[config.mk]
export PLATFORM = sky130hd
export DESIGN_NAME = key_range_partition_collector_top
export DESIGN_NICKNAME = d
export VERILOG_FILES = /design/src/sv/krpc_pkg.sv /design/src/sv/krpc_front.sv /design/src/sv/krpc_queue.sv /design/src/sv/krpc_back.sv /design/src/sv/key_range_partition_collector_top.sv
export SDC_FILE = /design/constraint.sdc
export NUM_CORES = 2
export LEC_CHECK = 0
export BUFFER_PORTS_ARGS = -buffer_cell sky130_fd_sc_hd__buf_2
export CAP_MARGIN = 5
export CORE_AREA = 5 5 355 619
export DETAILED_ROUTE_END_ITERATION = 8
export DIE_AREA = 0 0 360 624
export GPL_TIMING_DRIVEN = 1
export PLACE_DENSITY_LB_ADDON = 0.05
export REMOVE_ABC_BUFFERS = 1
export SLEW_MARGIN = 20
export SYNTH_ARGS = -nofsm -noshare
export SYNTH_HDL_FRONTEND = slang
export SYNTH_HIERARCHICAL = 1
export SYNTH_SLANG_ARGS = --single-unit
[constraint.sdc]
create_clock -name clk -period 28.8 [get_ports clk]
set_clock_uncertainty 0.1 [all_clocks]
set_input_delay 2.88 -clock clk [delete_from_list [all_inputs] [get_ports clk]]
set_output_delay 2.88 -clock clk [all_outputs]
set_load 0.03 [all_outputs]
[src/sv/krpc_pkg.sv]
`timescale 1ns / 1ps
// ----------------------------------------------------------------------------
// krpc_pkg: shared types and constants of the key range partition collector
// Field widths, item and result records, mode and register codes.
// ----------------------------------------------------------------------------
package krpc_pkg;

	localparam int KEY_W      = 64;
	localparam int BYTE_W     = 48;
	localparam int REF_W      = 32;
	localparam int MODE_W     = 2;
	localparam int CFG_IDX_W  = 2;
	localparam int CFG_DATA_W = 48;
	localparam int IN_DATA_W  = 2 * KEY_W + 2 * BYTE_W + 2 * REF_W;
	localparam int OUT_DATA_W = 2 * KEY_W + 2 * BYTE_W + 2 * REF_W;

	localparam int QUEUE_DEPTH_DEF = 4;

	localparam logic [BYTE_W-1:0] BYTE_MAX = {BYTE_W{1'b1}};
	localparam logic [REF_W-1:0]  REF_MAX  = {REF_W{1'b1}};
	localparam logic [KEY_W-1:0]  KEY_MAX  = {KEY_W{1'b1}};

	// item modes
	localparam logic [MODE_W-1:0] MODE_LEAF   = 2'd0;
	localparam logic [MODE_W-1:0] MODE_INNER  = 2'd1;
	localparam logic [MODE_W-1:0] MODE_FINISH = 2'd2;
	localparam logic [MODE_W-1:0] MODE_UNUSED = 2'd3;

	// configuration register indexes
	localparam logic [CFG_IDX_W-1:0] REG_BYTE_LIMIT = 2'd0;
	localparam logic [CFG_IDX_W-1:0] REG_REF_LIMIT  = 2'd1;
	localparam logic [CFG_IDX_W-1:0] REG_RESID_B    = 2'd2;
	localparam logic [CFG_IDX_W-1:0] REG_RESID_R    = 2'd3;

	// classified item as held in the queue
	typedef struct packed {
		logic [MODE_W-1:0] mode;
		logic [KEY_W-1:0]  first_key;
		logic [KEY_W-1:0]  last_key;
		logic [BYTE_W-1:0] range_bytes;
		logic [REF_W-1:0]  range_referents;
		logic [BYTE_W-1:0] possible_bytes;
		logic [REF_W-1:0]  possible_referents;
		logic [BYTE_W:0]   sum_bytes;
		logic [REF_W:0]    sum_referents;
	} item_t;

	// queue head as seen by the back end
	typedef struct packed {
		logic  valid;
		item_t item;
	} q_head_t;

	// one emitted partition
	typedef struct packed {
		logic [KEY_W-1:0]  part_first_key;
		logic [KEY_W-1:0]  part_last_key;
		logic [BYTE_W-1:0] min_bytes;
		logic [BYTE_W-1:0] max_bytes;
		logic [REF_W-1:0]  min_referents;
		logic [REF_W-1:0]  max_referents;
		logic              is_final;
		logic              order_error;
	} result_t;

endpackage

[src/sv/krpc_front.sv]
`timescale 1ns / 1ps
// ----------------------------------------------------------------------------
// krpc_front: input stage of the partition collector
// Takes stream beats, drops unused modes, precomputes known plus possible
// sums and hands classified items to the queue.
// ----------------------------------------------------------------------------
module krpc_front
	import krpc_pkg::*;
(
	input  logic                 clk,
	input  logic                 arst_n,
	input  logic                 s_tvalid,
	output logic                 s_tready,
	input  logic [IN_DATA_W-1:0] s_tdata,
	input  logic [MODE_W-1:0]    s_tuser,
	output logic                 push,
	output item_t                push_item,
	input  logic                 q_full
);

	logic  valid_s1;
	item_t item_s1;
	item_t item_in;

	// unpack the beat
	always_comb begin
		item_in.mode               = s_tuser;
		item_in.first_key          = s_tdata[63:0];
		item_in.last_key           = s_tdata[127:64];
		item_in.range_bytes        = s_tdata[175:128];
		item_in.range_referents    = s_tdata[207:176];
		item_in.possible_bytes     = s_tdata[255:208];
		item_in.possible_referents = s_tdata[287:256];
		item_in.sum_bytes     = {1'b0, item_in.range_bytes} + {1'b0, item_in.possible_bytes};
		item_in.sum_referents = {1'b0, item_in.range_referents}
			+ {1'b0, item_in.possible_referents};
	end

	assign s_tready  = !valid_s1 || !q_full;
	assign push      = valid_s1 && !q_full;
	assign push_item = item_s1;

	// stage register, unused mode never enters
	always_ff @(posedge clk or negedge arst_n) begin
		if (!arst_n) begin
			valid_s1 <= 1'b0;
		end else if (s_tready) begin
			valid_s1 <= s_tvalid && (s_tuser != MODE_UNUSED);
		end
	end

	always_ff @(posedge clk) begin
		if (s_tready && s_tvalid) begin
			item_s1 <= item_in;
		end
	end

endmodule

[src/sv/krpc_queue.sv]
`timescale 1ns / 1ps
// ----------------------------------------------------------------------------
// krpc_queue: short item queue between front and back end
// Register based fifo, simultaneous push and pop allowed.
// ----------------------------------------------------------------------------
module krpc_queue
	import krpc_pkg::*;
#(
	parameter int QUEUE_DEPTH = QUEUE_DEPTH_DEF
)
(
	input  logic    clk,
	input  logic    arst_n,
	input  logic    push,
	input  item_t   push_item,
	output logic    full,
	input  logic    pop,
	output q_head_t head
);

	localparam int PTR_W = (QUEUE_DEPTH > 1) ? $clog2(QUEUE_DEPTH) : 1;
	localparam int CNT_W = $clog2(QUEUE_DEPTH + 1);
	localparam logic [PTR_W-1:0] PTR_LAST = PTR_W'(QUEUE_DEPTH - 1);
	localparam logic [CNT_W-1:0] CNT_FULL = CNT_W'(QUEUE_DEPTH);

	item_t             slots_q [QUEUE_DEPTH];
	logic [PTR_W-1:0]  wr_ptr_q;
	logic [PTR_W-1:0]  rd_ptr_q;
	logic [CNT_W-1:0]  count_q;
	logic              do_pop;

	assign full       = (count_q == CNT_FULL);
	assign head.valid = (count_q != '0);
	assign head.item  = slots_q[rd_ptr_q];
	assign do_pop     = pop && head.valid;

	// pointers and fill count
	always_ff @(posedge clk or negedge arst_n) begin
		if (!arst_n) begin
			wr_ptr_q <= '0;
			rd_ptr_q <= '0;
			count_q  <= '0;
		end else begin
			if (push) begin
				wr_ptr_q <= (wr_ptr_q == PTR_LAST) ? '0 : wr_ptr_q + 1'b1;
			end
			if (do_pop) begin
				rd_ptr_q <= (rd_ptr_q == PTR_LAST) ? '0 : rd_ptr_q + 1'b1;
			end
			if (push && !do_pop) begin
				count_q <= count_q + 1'b1;
			end else if (!push && do_pop) begin
				count_q <= count_q - 1'b1;
			end
		end
	end

	// slot storage
	always_ff @(posedge clk) begin
		if (push) begin
			slots_q[wr_ptr_q] <= push_item;
		end
	end

endmodule

[src/sv/krpc_back.sv]
`timescale 1ns / 1ps
// ----------------------------------------------------------------------------
// krpc_back: walk state and partition cutting
// Holds configuration and walk state, takes one item per cycle unless the
// output is stalled, and keeps the emitted partition in an output register.
// ----------------------------------------------------------------------------
module krpc_back
	import krpc_pkg::*;
(
	input  logic                  clk,
	input  logic                  arst_n,
	input  q_head_t               head,
	output logic                  pop,
	input  logic                  cfg_valid,
	input  logic [CFG_IDX_W-1:0]  cfg_index,
	input  logic [CFG_DATA_W-1:0] cfg_data,
	output result_t               res,
	output logic                  res_valid,
	input  logic                  res_ready
);

	// configuration
	logic [BYTE_W-1:0] limit_b_q;
	logic [REF_W-1:0]  limit_r_q;
	logic [BYTE_W-1:0] resid_cfg_b_q;
	logic [REF_W-1:0]  resid_cfg_r_q;

	// walk state
	logic [KEY_W-1:0]  exp_key_q;
	logic [KEY_W-1:0]  open_key_q;
	logic [BYTE_W-1:0] known_b_q;
	logic [REF_W-1:0]  known_r_q;
	logic [BYTE_W-1:0] carr_b_q;
	logic [REF_W-1:0]  carr_r_q;
	logic [BYTE_W-1:0] resid_b_q;
	logic [REF_W-1:0]  resid_r_q;
	logic              any_emit_q;

	logic    res_valid_q;
	result_t res_q;

	item_t             it;
	logic              out_free;
	logic              step;
	logic [BYTE_W:0]   kb_raw;
	logic [REF_W:0]    kr_raw;
	logic [BYTE_W-1:0] kb_sat;
	logic [REF_W-1:0]  kr_sat;
	logic [BYTE_W+2:0] worst_b;
	logic [REF_W+2:0]  worst_r;
	logic [BYTE_W+1:0] maxb_raw;
	logic [REF_W+1:0]  maxr_raw;
	logic [BYTE_W-1:0] maxb_sat;
	logic [REF_W-1:0]  maxr_sat;
	logic [BYTE_W:0]   finb_raw;
	logic [REF_W:0]    finr_raw;
	logic              hit;
	logic              order_err;
	logic              cut_emit;
	logic [KEY_W-1:0]  last_next;
	logic              new_res;
	result_t           new_res_d;

	assign it       = head.item;
	assign out_free = !res_valid_q || res_ready;
	assign pop      = out_free;
	assign step     = head.valid && out_free;

	// leaf arithmetic: saturated known counts and worst case against the limits
	always_comb begin
		kb_raw   = {1'b0, known_b_q} + {1'b0, it.range_bytes};
		kr_raw   = {1'b0, known_r_q} + {1'b0, it.range_referents};
		kb_sat   = kb_raw[BYTE_W] ? BYTE_MAX : kb_raw[BYTE_W-1:0];
		kr_sat   = kr_raw[REF_W] ? REF_MAX : kr_raw[REF_W-1:0];
		worst_b  = {3'b0, known_b_q} + {2'b0, it.sum_bytes} + {3'b0, carr_b_q}
			+ {3'b0, resid_b_q};
		worst_r  = {3'b0, known_r_q} + {2'b0, it.sum_referents} + {3'b0, carr_r_q}
			+ {3'b0, resid_r_q};
		maxb_raw = {2'b0, known_b_q} + {1'b0, it.sum_bytes} + {2'b0, carr_b_q};
		maxr_raw = {2'b0, known_r_q} + {1'b0, it.sum_referents} + {2'b0, carr_r_q};
		maxb_sat = (|maxb_raw[BYTE_W+1:BYTE_W]) ? BYTE_MAX : maxb_raw[BYTE_W-1:0];
		maxr_sat = (|maxr_raw[REF_W+1:REF_W]) ? REF_MAX : maxr_raw[REF_W-1:0];
		finb_raw = {1'b0, known_b_q} + {1'b0, carr_b_q};
		finr_raw = {1'b0, known_r_q} + {1'b0, carr_r_q};
		hit       = (worst_b >= {3'b0, limit_b_q}) || (worst_r >= {3'b0, limit_r_q});
		order_err = (it.first_key != exp_key_q);
		cut_emit  = hit && (kb_raw != '0);
		last_next = it.last_key + 64'd1;
	end

	// result selection
	always_comb begin
		new_res   = 1'b0;
		new_res_d = '0;
		case (it.mode)
			MODE_LEAF: begin
				if (cut_emit) begin
					new_res                  = 1'b1;
					new_res_d.part_first_key = open_key_q;
					new_res_d.part_last_key  = it.last_key;
					new_res_d.min_bytes      = kb_sat;
					new_res_d.max_bytes      = maxb_sat;
					new_res_d.min_referents  = kr_sat;
					new_res_d.max_referents  = maxr_sat;
					new_res_d.order_error    = order_err;
				end else if (order_err) begin
					new_res                  = 1'b1;
					new_res_d.part_first_key = it.first_key;
					new_res_d.part_last_key  = it.last_key;
					new_res_d.order_error    = 1'b1;
				end
			end
			MODE_FINISH: begin
				new_res_d.part_last_key = KEY_MAX;
				new_res_d.is_final      = 1'b1;
				if (known_b_q != '0) begin
					new_res                  = 1'b1;
					new_res_d.part_first_key = open_key_q;
					new_res_d.min_bytes      = known_b_q;
					new_res_d.max_bytes      = finb_raw[BYTE_W] ? BYTE_MAX
						: finb_raw[BYTE_W-1:0];
					new_res_d.min_referents  = known_r_q;
					new_res_d.max_referents  = finr_raw[REF_W] ? REF_MAX
						: finr_raw[REF_W-1:0];
				end else if (!any_emit_q) begin
					new_res = 1'b1;
				end
			end
			default: begin
				new_res = 1'b0;
			end
		endcase
	end

	// walk state and configuration
	always_ff @(posedge clk or negedge arst_n) begin
		if (!arst_n) begin
			limit_b_q     <= '0;
			limit_r_q     <= '0;
			resid_cfg_b_q <= '0;
			resid_cfg_r_q <= '0;
			exp_key_q     <= '0;
			open_key_q    <= '0;
			known_b_q     <= '0;
			known_r_q     <= '0;
			carr_b_q      <= '0;
			carr_r_q      <= '0;
			resid_b_q     <= '0;
			resid_r_q     <= '0;
			any_emit_q    <= 1'b0;
		end else begin
			if (step) begin
				case (it.mode)
					MODE_LEAF: begin
						exp_key_q <= last_next;
						if (cut_emit) begin
							known_b_q  <= '0;
							known_r_q  <= '0;
							resid_b_q  <= '0;
							resid_r_q  <= '0;
							any_emit_q <= 1'b1;
						end else begin
							known_b_q <= kb_sat;
							known_r_q <= kr_sat;
						end
						if (hit) begin
							open_key_q <= last_next;
							carr_b_q   <= it.possible_bytes;
							carr_r_q   <= it.possible_referents;
						end
					end
					MODE_INNER: begin
						known_b_q <= kb_sat;
						known_r_q <= kr_sat;
					end
					MODE_FINISH: begin
						exp_key_q  <= '0;
						open_key_q <= '0;
						known_b_q  <= '0;
						known_r_q  <= '0;
						carr_b_q   <= '0;
						carr_r_q   <= '0;
						resid_b_q  <= resid_cfg_b_q;
						resid_r_q  <= resid_cfg_r_q;
						any_emit_q <= 1'b0;
					end
					default: begin
						any_emit_q <= any_emit_q;
					end
				endcase
			end
			if (cfg_valid) begin
				case (cfg_index)
					REG_BYTE_LIMIT: limit_b_q <= cfg_data[BYTE_W-1:0];
					REG_REF_LIMIT:  limit_r_q <= cfg_data[REF_W-1:0];
					REG_RESID_B: begin
						resid_cfg_b_q <= cfg_data[BYTE_W-1:0];
						if (!any_emit_q) begin
							resid_b_q <= cfg_data[BYTE_W-1:0];
						end
					end
					REG_RESID_R: begin
						resid_cfg_r_q <= cfg_data[REF_W-1:0];
						if (!any_emit_q) begin
							resid_r_q <= cfg_data[REF_W-1:0];
						end
					end
					default: begin
						limit_b_q <= limit_b_q;
					end
				endcase
			end
		end
	end

	// output register
	always_ff @(posedge clk or negedge arst_n) begin
		if (!arst_n) begin
			res_valid_q <= 1'b0;
		end else if (out_free) begin
			res_valid_q <= step && new_res;
		end
	end

	always_ff @(posedge clk) begin
		if (step && new_res) begin
			res_q <= new_res_d;
		end
	end

	assign res       = res_q;
	assign res_valid = res_valid_q;

endmodule

[src/sv/key_range_partition_collector_top.sv]
`timescale 1ns / 1ps
// ----------------------------------------------------------------------------
// key_range_partition_collector_top: key range partition collector
// Cuts an ordered stream of key ranges into partitions bounded in bytes
// and referents.
// ----------------------------------------------------------------------------
// The block takes one item per clock unless output back-pressure holds it,
// and gives at most one partition per item. The partition that a beat
// closes passes the front register, the queue and the output register. The
// rate is set by the walk stage, which updates the saturated known counts and
// compares the worst case against both limits for each item.
// Unused mode items are dropped at the input. The queue between front and
// back absorbs output stalls for QUEUE_DEPTH items. Configuration writes are
// taken every cycle and are meant to be issued only while the block is empty.
module key_range_partition_collector_top
	import krpc_pkg::*;
#(
	parameter int QUEUE_DEPTH = QUEUE_DEPTH_DEF
)
(
	input  logic                  clk,
	input  logic                  arst_n,
	input  logic                  s_tvalid,
	output logic                  s_tready,
	// first_key, last_key, range_bytes, range_referents, possible_bytes,
	// possible_referents
	input  logic [IN_DATA_W-1:0]  s_tdata,
	// mode
	input  logic [MODE_W-1:0]     s_tuser,
	output logic                  m_tvalid,
	input  logic                  m_tready,
	// part_first_key, part_last_key, min_bytes, max_bytes, min_referents,
	// max_referents
	output logic [OUT_DATA_W-1:0] m_tdata,
	// is_final
	output logic                  m_tlast,
	// order_error
	output logic                  m_tuser,
	input  logic                  cfg_valid,
	output logic                  cfg_ready,
	input  logic [CFG_IDX_W-1:0]  cfg_index,
	input  logic [CFG_DATA_W-1:0] cfg_data
);

	logic    push;
	item_t   push_item;
	logic    q_full;
	logic    pop;
	q_head_t head;
	result_t res;

	assign cfg_ready = 1'b1;

	krpc_front u_front (
		.clk       (clk),
		.arst_n    (arst_n),
		.s_tvalid  (s_tvalid),
		.s_tready  (s_tready),
		.s_tdata   (s_tdata),
		.s_tuser   (s_tuser),
		.push      (push),
		.push_item (push_item),
		.q_full    (q_full)
	);

	krpc_queue #(
		.QUEUE_DEPTH (QUEUE_DEPTH)
	) u_queue (
		.clk       (clk),
		.arst_n    (arst_n),
		.push      (push),
		.push_item (push_item),
		.full      (q_full),
		.pop       (pop),
		.head      (head)
	);

	krpc_back u_back (
		.clk       (clk),
		.arst_n    (arst_n),
		.head      (head),
		.pop       (pop),
		.cfg_valid (cfg_valid),
		.cfg_index (cfg_index),
		.cfg_data  (cfg_data),
		.res       (res),
		.res_valid (m_tvalid),
		.res_ready (m_tready)
	);

	// pack the result beat
	assign m_tdata = {res.max_referents, res.min_referents, res.max_bytes,
		res.min_bytes, res.part_last_key, res.part_first_key};
	assign m_tlast = res.is_final;
	assign m_tuser = res.order_error;

endmodule

# Word-level counts from Yosys, hierarchy flattened
# Memory sizes are Yosys's and may differ from the RTL's.
# Cells that the tools add are included.
dict set report word_totals {
  register_bits 1200
  ram_bits 1488
  inputBits 345
  wordCells 155
  mem_count 1
}
# name depth word_bits read_ports rd_ports_with_merged_regs wr line_no
set memory_table {}
lappend memory_table {u_queue.slots_q 4 372 1 0 1 krpc_queue.sv:26} ;# item_t slots_q [QUEUE_DEPTH];
dict set report op_classes {
  addsub 21
  magnitude_cmp 2
  n_eq_ne 12
  muxes 50
  reduce_logical 34
}
# op count
set ops {}
lappend ops {{$pmux 288 s2} 1}
lappend ops {{$mux 48} 10}
lappend ops {{$mux 160} 2}
lappend ops {{$mux 32} 10}
lappend ops {{$mux 128} 2}
lappend ops {{$pmux 64 s2} 2}
lappend ops {{$pmux 48 s2} 2}
lappend ops {{$add 48x48->49} 3}
lappend ops {{$pmux 48 s3} 1}
lappend ops {{$mux 64} 2}
lappend ops {{$pmux 32 s2} 2}
lappend ops {{$add 51x48->51} 2}
lappend ops {{$add 48x49->50} 2}
lappend ops {{$add 32x32->33} 3}
lappend ops {{$pmux 32 s3} 1}
lappend ops {{$add 35x32->35} 2}
lappend ops {{$add 32x33->34} 2}
lappend ops {{$add 64x1->64 const B} 1}
lappend ops {{$ne 64x64->1} 1}
lappend ops {{$ge 51x48->1} 1}
lappend ops {{$add 50x48->50} 1}
lappend ops {{$reduce_bool 49->1} 1}
lappend ops {{$reduce_bool 48->1} 1}
lappend ops {{$ge 35x32->1} 1}
lappend ops {{other kinds (22)} 63}

# Longest topological paths before layout
# An unclocked memory read counts as a cell.
dict set report logic_depth {
  depth_word 13
  mapped_depth 38
  ltp_nobuf 32
}

# Modules after synthesis
# The synthesis kept the hierarchy.
# mod instances cells_per_inst area_per_inst_um2
set by_module_without_submodules {}
lappend by_module_without_submodules {krpc_back 1 5978 57436.3}
lappend by_module_without_submodules {krpc_queue 1 1981 54439.7}
lappend by_module_without_submodules {krpc_front 1 1067 15930.3}
lappend by_module_without_submodules {key_range_partition_collector_top 1 2 11.3}

# Worst setup path before layout
# Ideal clock, no wire load.
dict set report synth_path {
  path_type {register to register}
  start {register u_queue.rd_ptr_q[0]}
  end {register u_back.res_q (netlist bit u_back/res[0]) (enable)}
  t_arrival_ps 21289
  required_ps 27586
  slack_ps 6298
  path_stages_with_launch 37
  path_buffers 6
  period_less_slack_ps 22502
  cell_sequence {dfrtp_1 > buf_6 > buf_12 > buf_12 > mux4_2 > inv_1 > fa_1 > fa_1 > inv_1 > ha_1 > fa_1 > a211oi_1 > o211ai_1 > a31oi_1 > o211ai_1 > a211oi_1 > o21ai_0 > a21o_1 > a21oi_1 > o21ai_0 > a21o_1 > a21oi_1 > xnor2_1 > ha_1 > nand2_1 > nor4_1 > and4_1 > a211oi_1 > o2111ai_1 > a211oi_1 > o2111ai_1 > or3_1 > clkbuf_1 > o311ai_2 > buf_4 > buf_2 > a31oi_1}
}
# item line_no
set synth_lines {}
lappend synth_lines {{start, declared} krpc_queue.sv:28} ;# logic [PTR_W-1:0] rd_ptr_q;
lappend synth_lines {{start signal, assigned} krpc_queue.sv:48} ;# rd_ptr_q <= (rd_ptr_q == PTR_LAST) ? '0 : rd_ptr_q + 1'b1;
lappend synth_lines {{end signal, assigned} krpc_back.sv:227} ;# res_q <= new_res_d;
lappend synth_lines {{end, declared} krpc_back.sv:40} ;# result_t res_q;

==> impl_metrics.env <==
export IMPL_outcome="finished, final reports clean"
export IMPL_post_cts_setup_buffers=0
export IMPL_synth_most_common_cell="edfxtp_1"
export IMPL_crit_type="flop to flop"
export IMPL_synth_common_cells="edfxtp_1 (2150), nand2_1 (642), o21ai_0 (612), dfrtp_1 (538), ha_1 (493)"
export IMPL_clock_sinks=2688
export IMPL_portBuffers=636
export IMPL_layout_nets=10690
export IMPL_cts_tree="yes"
export IMPL_crit_arrival_ns=14.57
export IMPL_fp_dieW_microns=360
export IMPL_cp_slowest_cell="nor4_1"
export IMPL_synth_seq_cells=2688
export IMPL_setup_viol=0
export IMPL_io_pins=638
export IMPL_ys_warn_count=6
export IMPL_hold_slack_ns=0.3693
export IMPL_cts_root_buffer="clkbuf_16"
export IMPL_critPathCaptureType="flop"
export IMPL_track_usage_pct=33.27
export IMPL_die_area_sq_um=224600
export IMPL_grt_setup_unrepaired="false"
export IMPL_synth_edf_count=2150
export IMPL_initial_core_util_pct=59.74
export IMPL_drc=0
export IMPL_avgSynthCellArea_sq_um=14.16
export IMPL_synth_top_area_share_pct=50.51
export IMPL_clockBufferDepth=4
export IMPL_hpwl_microns=280500
export IMPL_drt_iter0_drc=7281
export IMPL_routed_wl_microns=378200
export IMPL_ys_types=103
export IMPL_first_pass_iters=6
export IMPL_cts_buffers=239
export IMPL_crit_family="buffers and inverters"
export IMPL_syn_inst=9028
export IMPL_ant_nets=0
export IMPL_core_area_sq_um=214000
export IMPL_ys_seq_area_share_pct=61.04
export IMPL_wl_per_cell_microns=29.67
export IMPL_synth_largest_area_cell="edfxtp_1"
export IMPL_synthTopCellsByArea="edfxtp_1 (51%), dfrtp_1 (11%), mux4_2 (6.6%)"
export IMPL_pre_cts_slack_ns=14.39
export IMPL_worst_path_most_repeated_cell="buf_4"
export IMPL_layout_min_cycle_time_ns=14.12
export IMPL_cap_violations=0
export IMPL_post_cts_resized=0
export IMPL_final_util_pct=66.37
export IMPL_grt_remaining_overflow=0
export IMPL_hold_buffers=0
export IMPL_fp_row_count=225
export IMPL_viasPerCell=6.353
export IMPL_start_kind="flop"
export IMPL_netlist_area_sq_um=127800
export IMPL_relSlewSlack_pct=12.51
export IMPL_grt_pass1_wl_microns=549900
export IMPL_die_h_microns=624
export IMPL_antenna_found_initial=62
export IMPL_finalHoldViolCount=0
export IMPL_max_freq_ghz=0.07080
export IMPL_yosys_most_used_dff="edfxtp_1"
export IMPL_max_stage_delay_ns=0.87
export IMPL_htreeDepth=4
export IMPL_drive_above_1_share_pct=18.53
export IMPL_worst_pin_slew_ns=1.312
export IMPL_r2r_slack_ns=14.68
export IMPL_gp_congestion=0.9810
export IMPL_syn_to_final_growth_pct=11.10
export IMPL_cp_max_fo=69
export IMPL_maxSlewViolCount=0
export IMPL_period_share_pct=49.04
export IMPL_worst_skew_pair_late_latency_ns=0.93
export IMPL_setup_ws_ns=14.68
export IMPL_vias=80980
export IMPL_grt_max_degree=124
export IMPL_clkTransAtPathRegs_ns=0.06
export IMPL_hp_class="flop to flop"
export IMPL_cp_required_ns=29.25
export IMPL_grt_pass1_vias=84310
export IMPL_async_flop_share_pct=20.01
export IMPL_critPathBufInv=8
## worst register-to-register path, delay by kind of cell (launching register included)
family | cells | cell delay, ns
flops | 1 | 0.69
fa+ha+maj | 4 | 2.06
mux | 1 | 0.44
compound gates | 15 | 3.90
simple gates | 5 | 1.82
xor+xnor | 1 | 0.10
buf+inv | 8 | 4.64
## layout make-up
type / instances / area (sq um)
Sequential cell: 2688 / 78030
Fill cell: 15500 / 71960
Multi-Input combinational cell: 5517 / 46090
Clock buffer: 308 / 6584
Timing Repair Buffer: 780 / 4325
Tap cell: 2837 / 3550
Inverter: 452 / 1697
Clock inverter: 136 / 1644
Antenna cell: 29 / 72.57
## cells in the final DEF, fill, tap and decap left out, types with 39 or more instances in the layout
master     count
clkbuf_16    242
nand2b_1     124
clkinv_2      41
o31ai_1      132
o21a_1        61
xor2_1       147
mux2_2       120
a22oi_1       86
buf_4        138
mux4_2       372
a21o_1       277
edfxtp_1    2150
and3_1        52
o21ai_0      612
nor3_1        69
fa_1         169
buf_2        636
nand4_1      103
inv_1        451
dfrtp_1      536
a211oi_1      50
nand2_1      642
nor2_1       406
o22ai_1       41
o211ai_1      39
ha_1         492
nand3_1      101
o31ai_2       69
nor2b_1       47
xnor2_1      296
a22o_1        88
a21oi_1      420
o21bai_1      56
## metal layers
layer	wire [microns]	vias up	GRT usage [%]
li1	-	35600	-
met2	193900	3477	59.03
met5	363	-	0
met3	25460	983	5.744
met1	128900	40860	37.16
met4	29510	54	21.18
## final timing paths
| check | start | to | depth (start not counted) |
|---|---|---|---|
| max in group asynchronous | arst_n | u_back/limit_b_q[31]$_DFFE_PN0P_ | 3 |
| hold / removal | u_front/push_item[280]$_DFFE_PP_ | u_queue/slots_q[2][280]$_DFFE_PP_ | 0 |
| min in group asynchronous | arst_n | u_back/carr_r_q[6]$_DFFE_PN0P_ | 1 |
| setup reg to reg | u_queue/rd_ptr_q[1]$_DFFE_PN0P_ | u_back/res[225]$_DFFE_PP_ | 34 |
| setup / recovery | u_queue/rd_ptr_q[1]$_DFFE_PN0P_ | u_back/res[225]$_DFFE_PP_ | 34 |
| hold reg to reg | u_front/push_item[280]$_DFFE_PP_ | u_queue/slots_q[2][280]$_DFFE_PP_ | 0 |
## through the flow
| stage | cell area [sq um] | instances | setup TNS, ns |
|---|---|---|---|
| after global routing | 141900 | 12720 | 0 |
| after floorplan | 125500 | 8657 | -5105.56 |
| final | 142000 | 12750 | 0 |
| after detailed placement | 133700 | 12270 | 0 |
| after global placement | 133700 | 12270 | 0 |
| after CTS | 141900 | 12720 | 0 |
## flip-flops by register name, summed over array words and instances, names as in the netlist, 2 cells and up
name	count
u_back/resid_cfg_r_q	32
u_queue/rd_ptr_q	2
u_back/resid_r_q	32
u_front/push_item	372
u_back/resid_b_q	48
u_back/limit_r_q	32
u_queue/slots_q	1488
u_back/known_r_q	32
u_back/open_key_q	64
u_queue/count_q	3
u_back/limit_b_q	48
u_back/carr_r_q	32
u_back/exp_key_q	64
u_back/res	290
u_back/known_b_q	48
u_queue/wr_ptr_q	2
u_back/resid_cfg_b_q	48
u_back/carr_b_q	48
## cell families (layout without fill, tap and decap cells)
logic type	count (synthesis)	after routing	synth area share (%)
flip-flops	2688	2688	61.04
AO/OA/AOI/OAI	2173	2173	11.27
AND/OR/NAND/NOR	1735	1735	6.372
buffers and inverters	823	1676	3.106
adder cells (fa/ha/maj)	662	662	7.473
multiplexers	502	502	7.693
XOR/XNOR	444	444	3.042
other	1	30	0.002934
Power is left out: the tool's default activity adds up to more than one toggle a clock period on the data nets, which glitch-free logic cannot reach.
